`src/hdl/cqt_pkg.sv`:
```
// ----------------------------------------------------------------------------
// cqt_pkg
// Shared types, codes and per-byte tokenizer functions for the CSV tokenizer.
// ----------------------------------------------------------------------------
package cqt_pkg;

   localparam int          QUEUE_DEPTH   = 4;
   localparam int          MAX_RES       = 6;
   localparam int          RES_CNT_W     = 3;

   localparam logic [7:0]  DELIM_RESET   = 8'd44;
   localparam logic [7:0]  ENCL_RESET    = 8'd34;
   localparam logic [7:0]  CH_CR         = 8'h0D;
   localparam logic [7:0]  CH_LF         = 8'h0A;
   localparam logic [7:0]  BOM_0         = 8'hEF;
   localparam logic [7:0]  BOM_1         = 8'hBB;
   localparam logic [7:0]  BOM_2         = 8'hBF;
   localparam logic [1:0]  BOM_LEN       = 2'd3;

   localparam logic [1:0]  KIND_DATA       = 2'd0;
   localparam logic [1:0]  KIND_FIELD_END  = 2'd1;
   localparam logic [1:0]  KIND_RECORD_END = 2'd2;

   localparam logic        CSR_DELIM     = 1'b0;
   localparam logic        CSR_ENCL      = 1'b1;

   typedef enum logic [2:0] {
      Q_OUTSIDE = 3'b001,
      Q_INSIDE  = 3'b010,
      Q_AFTER   = 3'b100
   } quote_type;

   typedef struct packed {
      logic [1:0] kind;
      logic [7:0] field_byte;
   } res_type;

   // all results caused by one item
   typedef struct packed {
      res_type [MAX_RES-1:0] res;
      logic [RES_CNT_W-1:0]  cnt;
   } bundle_type;

   typedef struct packed {
      quote_type  quote;
      logic       held;
      bundle_type bnd;
   } work_type;

   function automatic logic [7:0] bom_byte(logic [1:0] idx);
      logic [7:0] r;
      case (idx)
         2'd0:    r = BOM_0;
         2'd1:    r = BOM_1;
         default: r = BOM_2;
      endcase
      return r;
   endfunction

   function automatic work_type emit(work_type w, logic [1:0] k, logic [7:0] b);
      work_type r;
      r = w;
      r.bnd.res[w.bnd.cnt].kind       = k;
      r.bnd.res[w.bnd.cnt].field_byte = b;
      r.bnd.cnt = w.bnd.cnt + 1'b1;
      return r;
   endfunction

   // a CR is held back until we know it is not the tail of a record
   function automatic work_type push_data(work_type w, logic [7:0] b);
      work_type r;
      r = w;
      if (r.held) r = emit(r, KIND_DATA, CH_CR);
      if (b == CH_CR) begin
         r.held = 1'b1;
      end else begin
         r.held = 1'b0;
         r = emit(r, KIND_DATA, b);
      end
      return r;
   endfunction

   function automatic work_type end_field(work_type w);
      work_type r;
      r = w;
      if (r.held) r = emit(r, KIND_DATA, CH_CR);
      r.held = 1'b0;
      r = emit(r, KIND_FIELD_END, 8'd0);
      return r;
   endfunction

   function automatic work_type end_record(work_type w);
      work_type r;
      r = w;
      r.held  = 1'b0;
      r.quote = Q_OUTSIDE;
      r = emit(r, KIND_RECORD_END, 8'd0);
      return r;
   endfunction

   // one byte of line content, never a newline
   function automatic work_type line_byte(work_type w, logic [7:0] b,
                                          logic [7:0] delim, logic [7:0] encl);
      work_type r;
      r = w;
      if (b == delim && r.quote != Q_INSIDE) begin
         r.quote = Q_OUTSIDE;
         r = end_field(r);
      end else if (b == encl) begin
         if (r.quote == Q_AFTER) begin
            r.quote = Q_INSIDE;
            r = push_data(r, b);
         end else begin
            r.quote = (r.quote == Q_OUTSIDE) ? Q_INSIDE : Q_AFTER;
         end
      end else begin
         if (r.quote == Q_AFTER) r.quote = Q_OUTSIDE;
         r = push_data(r, b);
      end
      return r;
   endfunction

endpackage

```
`src/hdl/cqt_front.sv`:
```
// ----------------------------------------------------------------------------
// cqt_front
// Accepts raw bytes, tracks quote/CR/BOM state, builds one result bundle per item.
// ----------------------------------------------------------------------------
module cqt_front (
   input  logic                clock,
   input  logic                reset,
   input  logic                accept,
   input  logic [7:0]          data_byte,
   input  logic                end_of_stream,
   input  logic                csr_wr_en,
   input  logic                csr_index,
   input  logic [7:0]          csr_wdata,
   output logic                bnd_push,
   output cqt_pkg::bundle_type bnd_out
);

   cqt_pkg::quote_type quote_ff, quote_in;
   logic       held_ff, held_in;
   logic       at_start_ff, at_start_in;
   logic [1:0] bom_cnt_ff, bom_cnt_in;
   logic       line_has_ff, line_has_in;
   logic [7:0] delim_ff, encl_ff;

   cqt_pkg::work_type w;

   always_comb begin
      w.quote     = quote_ff;
      w.held      = held_ff;
      w.bnd       = '0;
      at_start_in = at_start_ff;
      bom_cnt_in  = bom_cnt_ff;
      line_has_in = line_has_ff;
      quote_in    = quote_ff;
      held_in     = held_ff;

      if (end_of_stream) begin
         if (line_has_ff) begin
            if (at_start_ff && bom_cnt_ff >= 2'd1)
               w = cqt_pkg::line_byte(w, cqt_pkg::BOM_0, delim_ff, encl_ff);
            if (at_start_ff && bom_cnt_ff >= 2'd2)
               w = cqt_pkg::line_byte(w, cqt_pkg::BOM_1, delim_ff, encl_ff);
            if (w.quote != cqt_pkg::Q_INSIDE) w = cqt_pkg::end_record(w);
         end
         quote_in    = cqt_pkg::Q_OUTSIDE;
         held_in     = 1'b0;
         at_start_in = 1'b1;
         bom_cnt_in  = 2'd0;
         line_has_in = 1'b0;
      end else if (data_byte == cqt_pkg::CH_LF) begin
         if (at_start_ff && bom_cnt_ff >= 2'd1)
            w = cqt_pkg::line_byte(w, cqt_pkg::BOM_0, delim_ff, encl_ff);
         if (at_start_ff && bom_cnt_ff >= 2'd2)
            w = cqt_pkg::line_byte(w, cqt_pkg::BOM_1, delim_ff, encl_ff);
         if (w.quote == cqt_pkg::Q_INSIDE) w = cqt_pkg::push_data(w, cqt_pkg::CH_LF);
         else                              w = cqt_pkg::end_record(w);
         quote_in    = w.quote;
         held_in     = w.held;
         at_start_in = 1'b0;
         bom_cnt_in  = 2'd0;
         line_has_in = 1'b0;
      end else begin
         line_has_in = 1'b1;
         if (at_start_ff && bom_cnt_ff < cqt_pkg::BOM_LEN &&
             data_byte == cqt_pkg::bom_byte(bom_cnt_ff)) begin
            // full match drops the mark
            if (bom_cnt_ff == cqt_pkg::BOM_LEN - 2'd1) begin
               at_start_in = 1'b0;
               bom_cnt_in  = 2'd0;
            end else begin
               bom_cnt_in  = bom_cnt_ff + 2'd1;
            end
         end else begin
            // partial match is replayed ahead of this byte
            if (at_start_ff && bom_cnt_ff >= 2'd1)
               w = cqt_pkg::line_byte(w, cqt_pkg::BOM_0, delim_ff, encl_ff);
            if (at_start_ff && bom_cnt_ff >= 2'd2)
               w = cqt_pkg::line_byte(w, cqt_pkg::BOM_1, delim_ff, encl_ff);
            w = cqt_pkg::line_byte(w, data_byte, delim_ff, encl_ff);
            at_start_in = 1'b0;
            bom_cnt_in  = 2'd0;
         end
         quote_in = w.quote;
         held_in  = w.held;
      end
   end

   assign bnd_out  = w.bnd;
   assign bnd_push = accept && (w.bnd.cnt != '0);

   always_ff @(posedge clock) begin
      if (reset) begin
         quote_ff    <= cqt_pkg::Q_OUTSIDE;
         held_ff     <= 1'b0;
         at_start_ff <= 1'b1;
         bom_cnt_ff  <= 2'd0;
         line_has_ff <= 1'b0;
         delim_ff    <= cqt_pkg::DELIM_RESET;
         encl_ff     <= cqt_pkg::ENCL_RESET;
      end else begin
         if (accept) begin
            quote_ff    <= quote_in;
            held_ff     <= held_in;
            at_start_ff <= at_start_in;
            bom_cnt_ff  <= bom_cnt_in;
            line_has_ff <= line_has_in;
         end
         if (csr_wr_en) begin
            unique case (csr_index)
               cqt_pkg::CSR_DELIM: delim_ff <= csr_wdata;
               cqt_pkg::CSR_ENCL:  encl_ff  <= csr_wdata;
               default: ;
            endcase
         end
      end
   end

endmodule

```
`src/hdl/cqt_queue.sv`:
```
// ----------------------------------------------------------------------------
// cqt_queue
// Small FIFO of result bundles between the front and the back.
// ----------------------------------------------------------------------------
module cqt_queue #(
   parameter int Depth = cqt_pkg::QUEUE_DEPTH  // 2 or more
) (
   input  logic                clock,
   input  logic                reset,
   input  logic                push,
   input  cqt_pkg::bundle_type din,
   input  logic                pop,
   output cqt_pkg::bundle_type dout,
   output logic                full,
   output logic                empty
);

   localparam int PtrW = $clog2(Depth);
   localparam int CntW = $clog2(Depth + 1);

   cqt_pkg::bundle_type mem_ff [Depth];
   logic [PtrW-1:0] wr_ptr_ff, wr_ptr_in, rd_ptr_ff, rd_ptr_in;
   logic [CntW-1:0] count_ff, count_in;
   logic do_push, do_pop;

   assign full    = (count_ff == CntW'(Depth));
   assign empty   = (count_ff == '0);
   assign do_push = push && !full;
   assign do_pop  = pop && !empty;
   assign dout    = mem_ff[rd_ptr_ff];

   always_comb begin
      wr_ptr_in = wr_ptr_ff;
      rd_ptr_in = rd_ptr_ff;
      count_in  = count_ff;
      if (do_push)
         wr_ptr_in = (wr_ptr_ff == PtrW'(Depth - 1)) ? '0 : wr_ptr_ff + 1'b1;
      if (do_pop)
         rd_ptr_in = (rd_ptr_ff == PtrW'(Depth - 1)) ? '0 : rd_ptr_ff + 1'b1;
      if (do_push && !do_pop)      count_in = count_ff + 1'b1;
      else if (!do_push && do_pop) count_in = count_ff - 1'b1;
   end

   always_ff @(posedge clock) begin
      if (reset) begin
         wr_ptr_ff <= '0;
         rd_ptr_ff <= '0;
         count_ff  <= '0;
      end else begin
         wr_ptr_ff <= wr_ptr_in;
         rd_ptr_ff <= rd_ptr_in;
         count_ff  <= count_in;
      end
   end

   always_ff @(posedge clock) begin
      if (do_push) mem_ff[wr_ptr_ff] <= din;
   end

endmodule

```
`src/hdl/cqt_back.sv`:
```
// ----------------------------------------------------------------------------
// cqt_back
// Walks the head bundle one result per pop and releases it after the last one.
// ----------------------------------------------------------------------------
module cqt_back (
   input  logic                clock,
   input  logic                reset,
   input  cqt_pkg::bundle_type head,
   input  logic                q_empty,
   output logic                q_pop,
   input  logic                pop,
   output logic                empty,
   output logic [1:0]          kind,
   output logic [7:0]          field_byte,
   output logic                last_of_run
);

   logic [cqt_pkg::RES_CNT_W-1:0] pos_ff, pos_in;
   logic take;

   assign empty       = q_empty;
   assign kind        = head.res[pos_ff].kind;
   assign field_byte  = head.res[pos_ff].field_byte;
   assign last_of_run = (pos_ff == head.cnt - 1'b1);
   assign take        = pop && !q_empty;
   assign q_pop       = take && last_of_run;

   always_comb begin
      pos_in = pos_ff;
      if (take) pos_in = last_of_run ? '0 : pos_ff + 1'b1;
   end

   always_ff @(posedge clock) begin
      if (reset) begin
         pos_ff <= '0;
      end else begin
         pos_ff <= pos_in;
      end
   end

endmodule

```
`src/hdl/csv_quoted_field_tokenizer.sv`:
```
// ----------------------------------------------------------------------------
// csv_quoted_field_tokenizer
// A result is registered in the bundle FIFO and reaches rsp after earlier ones.
// Throughput: one item per cycle while full is low, pop is held and items give
// at most one result each; an item with n results needs n pops, absorbed by a
// QueueDepth FIFO. Reset: synchronous; tracker state cleared, delimiter 44,
// enclosure 34, FIFO empty. Configuration takes effect the cycle after the write.
// ----------------------------------------------------------------------------
module csv_quoted_field_tokenizer #(
   parameter int QueueDepth = cqt_pkg::QUEUE_DEPTH
) (
   input  logic       clock,
   input  logic       reset,
   input  logic       push,
   output logic       full,
   input  logic [7:0] req_data_byte,
   input  logic       req_end_of_stream,
   output logic       empty,
   input  logic       pop,
   output logic [1:0] rsp_kind,
   output logic [7:0] rsp_field_byte,
   output logic       rsp_last_of_run,
   input  logic       csr_wr_en,
   input  logic       csr_index,
   input  logic [7:0] csr_wdata
);

   cqt_pkg::bundle_type bnd_in, bnd_head;
   logic bnd_push, q_pop, q_empty, accept;

   assign accept = push && !full;

   cqt_front u_front (
      .clock         (clock),
      .reset         (reset),
      .accept        (accept),
      .data_byte     (req_data_byte),
      .end_of_stream (req_end_of_stream),
      .csr_wr_en     (csr_wr_en),
      .csr_index     (csr_index),
      .csr_wdata     (csr_wdata),
      .bnd_push      (bnd_push),
      .bnd_out       (bnd_in)
   );

   cqt_queue #(.Depth(QueueDepth)) u_queue (
      .clock (clock),
      .reset (reset),
      .push  (bnd_push),
      .din   (bnd_in),
      .pop   (q_pop),
      .dout  (bnd_head),
      .full  (full),
      .empty (q_empty)
   );

   cqt_back u_back (
      .clock       (clock),
      .reset       (reset),
      .head        (bnd_head),
      .q_empty     (q_empty),
      .q_pop       (q_pop),
      .pop         (pop),
      .empty       (empty),
      .kind        (rsp_kind),
      .field_byte  (rsp_field_byte),
      .last_of_run (rsp_last_of_run)
   );

endmodule
```
`config.mk`:
```
export PLATFORM = sky130hd
export DESIGN_NAME = csv_quoted_field_tokenizer
export DESIGN_NICKNAME = d
export VERILOG_FILES = /design/src/hdl/cqt_pkg.sv /design/src/hdl/cqt_front.sv /design/src/hdl/cqt_queue.sv /design/src/hdl/cqt_back.sv /design/src/hdl/csv_quoted_field_tokenizer.sv
export SDC_FILE = /design/constraint.sdc
export NUM_CORES = 1
export LEC_CHECK = 0
export ABC_AREA = 1
export BUFFER_PORTS_ARGS = -buffer_cell sky130_fd_sc_hd__buf_2
export CORE_ASPECT_RATIO = 1.1
export CORE_MARGIN = 1
export CORE_UTILIZATION = 45
export CTS_CLUSTER_DIAMETER = 200
export DETAILED_ROUTE_END_ITERATION = 10
export PLACE_DENSITY = 0.61
export SLEW_MARGIN = 20
export SYNTH_ARGS = -nofsm -noshare
export SYNTH_HDL_FRONTEND = slang
export SYNTH_SLANG_ARGS = --single-unit
```
`constraint.sdc`:
```
create_clock -name clock -period 8.4 [get_ports clock]
set_input_delay 0 -clock clock [delete_from_list [all_inputs] [get_ports clock]]
set_output_delay 0 -clock clock [all_outputs]
set_load 0.1 [all_outputs]
```
==> results.md <==
| Metric | Reported | Unit |
|---|---|---|
| Inserted Clock Buffers | 30 | - |
| Cell with the largest stage delay on the worst path | sky130_fd_sc_hd__nor2_4 | - |
| Max rail drop VDD | 0.177 | mV |
| Number of global-route vias before repair | 11300 | - |
| Antenna violations before repair | 0 | - |
| Crit start category | register | - |
| Area of the multi-input gates | 0.00558 | mm2 |
| Commonest cells in the synthesized netlist | sky130_fd_sc_hd__edfxtp_1, sky130_fd_sc_hd__nor2_1, sky130_fd_sc_hd__nand2_1 | - |
| Initial standard-cell utilization of the core | 0.461 | - |
| Capture endpoint of the worst hold path | u_front.line_has_ff | - |
| Fraction of final layout cells sized beyond drive strength 1 | 0.115 | - |
| Global route hottest layer | met2 | - |
| Core occupancy in the finished layout | 0.514 | - |
| Run status | complete, no violations | - |
| Cells after synthesis | 1527 | - |
| Critical path type | register to register | - |
| Least-Margin Pin Slew | 1.10 | ns |
| Kind of end point of the critical path | register | - |
| Clk Tree Root Cell | sky130_fd_sc_hd__clkbuf_16 | - |
| Via count of the routed design | 11800 | - |
| Post-Synthesis Net Count | 1564 | - |
| Min-delay src | push | - |
| Worst Path Required | 8.62 | ns |
| Worst min-delay path category | input port to register | - |
| Critical R2R Capture | u_queue.mem_ff[3][46] | - |
| Area delta synth->final | 11.6 | % |
| # rows | 68 | - |
| TritonCTS clock tree | built | - |
| Register Area | 0.00829 | mm2 |
| Post-synthesis cell area | 0.0146 | mm2 |
| Most used cell, CP | sky130_fd_sc_hd__nand2_1 | - |
| Library cell occupying the most area in the post-synthesis netlist | sky130_fd_sc_hd__edfxtp_1 | - |
| Max-cap viol count | 0 | - |
| First-pass GRT wire length | 65700 | um |
| Starting DRT DRC Count | 1172 | - |
| Highest attainable clock frequency | 0.174 | GHz |
| I/O pin count | 36 | - |
| Layout net count | 1595 | - |
| Met3 global-route usage | 0.0437 | - |
| Number of distinct library cells after synthesis | 60 | - |
| Total track usage | 0.260 | - |
| Final wirelength | 43000 | um |
| Post-cts hold buffer count | 22 | - |
| Count of synthesis-stage warnings from yosys | 0 | - |
| Startpoint of the lowest-slack register-to-register path | u_front.bom_cnt_ff[0] | - |
| Average cell area after synthesis | 9.56 | um2 |
| Post-DR wirelength/cell | 21.5 | um |
| H-tree depth reported by CTS | 1 | - |
| Count of nets left with antenna violations after detail routing | 0 | - |
| Pwr dens | 218 | mW/mm2 |
| Worst reg-to-reg setup slack | 2.65 | ns |
| Maximum number of pins on one net before global-route repair | 95 | - |
| Number of resized instances in the post-cts repair step | 0 | - |
| Number of buffers between clock root and the deepest sink | 3 | - |
| Data arrival time of the worst path | 5.97 | ns |
| Final hold violation count | 0 | - |
| Top_reg_cell synth | sky130_fd_sc_hd__edfxtp_1 | - |
| Number of slew-limit violations in the final report | 0 | - |
| Setup violations, final | 0 | - |
| Clock slew seen by the registers of the worst setup and hold paths | 0.06 | ns |
| Final RePlAce weighted congestion | 0.991 | - |
| Most frequent cell after synthesis | sky130_fd_sc_hd__edfxtp_1 | - |
| Setup repair bufs after CTS | 0 | - |
| Number of flops mapped to enable cells by yosys | 252 | - |
| Quantity of I/O buffers inserted on ports | 35 | - |
| Die Outline Area | 0.0332 | mm2 |
| Flip-flop and latch count after synthesis | 288 | - |
| Max-slew headroom | 0.259 | - |
| Setup repair after global routing missed its margin | false | - |
| Number of filler instances in the final layout | 2891 | - |
| Worst hold path depth | 4 | - |
| Cell depth of the worst flop-to-flop path | 29 | - |
| Horizontal die dimension | 174 | um |
| Worst Clk Skew | 0.0142 | ns |
| Async S/R FF share, synth | 0 | - |
| Final Critical Period | 5.75 | ns |
| Half-perimeter wire length after placement | 28200 | um |
| Congestion Overflow GR | 0 | - |
| Met2 usage in global routing | 0.415 | - |
| Number of detailed-route iterations in the first pass | 5 | - |
| Sinks on Clock Net | 288 | - |
| Post-route setup TNS | 0 | ns |
| Ratio of final minimum period to clock period | 0.685 | - |
| Routed vias/inst | 5.88 | - |
| Maximum net fanout on the critical path | 30 | - |
| Largest stage delay on the critical path | 0.75 | ns |
| Leakage power summed over all cells | 5.98 | nW |
| Drc violations | 0 | - |
| Cell types with the largest area share after synthesis | sky130_fd_sc_hd__edfxtp_1, sky130_fd_sc_hd__o21ai_0, sky130_fd_sc_hd__nor2_1 | - |
| Chip Height | 191 | um |
| Worst-skew pair later-pin latency | 0.55 | ns |
| Fraction of synthesized cell area taken by the top area cell type | 0.519 | - |
| Post-synthesis sequential area ratio | 0.568 | - |
| Area inside the core boundary | 0.0317 | mm2 |
| Global routing met1 resource utilization | 0.342 | - |
[logic make-up (layout without fill, tap and decap cells)]
logic type	count (synthesis)	count (layout)	synth area share
fa+ha+maj	14	14	0.0125
simple gates	603	603	0.189
other cells	0	1	0
flops	288	288	0.568
xor+xnor	18	18	0.0108
buf+inv	195	247	0.0520
compound gates	409	409	0.168
[worst max-delay path: cells and delay by family (launching register included)]
| family | cells | cell delay [ns] |
|---|---|---|
| buf+inv | 7 | 1.00 |
| fa+ha+maj | 4 | 1.25 |
| compound gates | 2 | 0.32 |
| simple gates | 16 | 2.36 |
| flops | 1 | 0.46 |
[placed cells by master, fill, tap and decap left out, types with 32 or more instances in the layout]
cell and count:
sky130_fd_sc_hd__edfxtp_1 252, sky130_fd_sc_hd__nor2_1 219, sky130_fd_sc_hd__buf_2 35, sky130_fd_sc_hd__o21ai_0 198
sky130_fd_sc_hd__nand2_1 212, sky130_fd_sc_hd__a21oi_1 46, sky130_fd_sc_hd__inv_1 97, sky130_fd_sc_hd__dfxtp_1 33
sky130_fd_sc_hd__o21ai_1 32, sky130_fd_sc_hd__nand3_1 61, sky130_fd_sc_hd__o221ai_1 40
[per-layer routing]
layer / wire [um] / vias to the layer above
met1: 17800 / 5661
met2: 19800 / 508
met4: 2120 / 0
met5: 0 / -
li1: - / 5494
met3: 3240 / 105
[sequential cells by signal, indices dropped and copies added, names as in the netlist, 3 cells and up, named ones only]
name,flops
u_back.pos_ff,3
u_front.delim_ff,8
u_front.encl_ff,8
u_front.quote_ff,3
u_queue.count_ff,3
u_queue.mem_ff,252
[layout make-up]
class | count | area share
Antenna cell | 1 | 0.000154
Clock buffer | 41 | 0.0500
Clock inverter | 12 | 0.00530
Inverter | 120 | 0.0277
Multi-Input combinational cell | 1044 | 0.343
Sequential cell | 288 | 0.509
Tap cell | 420 | 0.0323
Timing Repair Buffer | 74 | 0.0321
[metrics by stage]
stage	power (mW)	setup WS, ns	cells	hold slack [ns]	instance area [um2]
after detailed placement	2.35	2.68	1924	0.242	15200
after floorplan	2.15	1.60	1527	0.113	14600
final	3.55	2.65	2000	0.0576	16300
after global routing	3.66	2.19	1999	0.0490	16300
after CTS	3.56	2.67	1999	0.0361	16300
after global placement	2.34	2.74	1924	0.242	15200
[worst max-delay path by stage]
| stage | startpoint | to | slack (ns) |
|---|---|---|---|
| 2_1_floorplan | u_front.bom_cnt_ff[1] | u_queue.mem_ff[0][0] | 1.60 |
| 3_3_place_gp | u_front.bom_cnt_ff[1] | u_queue.mem_ff[3][44] | 2.74 |
| 3_5_place_dp | u_front.bom_cnt_ff[0] | u_queue.mem_ff[3][51] | 2.68 |
| 4_1_cts | u_front.bom_cnt_ff[0] | u_queue.mem_ff[3][61] | 2.67 |
| 5_1_grt | u_front.bom_cnt_ff[1] | u_queue.mem_ff[3][44] | 2.19 |
| 6_report | u_front.bom_cnt_ff[0] | u_queue.mem_ff[3][46] | 2.65 |
[power by group]
| group | switching, mW | internal [mW] | total (mW) |
|---|---|---|---|
| registers | 0.0302 | 1.61 | 1.64 |
| logic | 0.539 | 0.139 | 0.679 |
| clock network | 0.521 | 0.703 | 1.22 |
(Power assumes the default switching activity.)
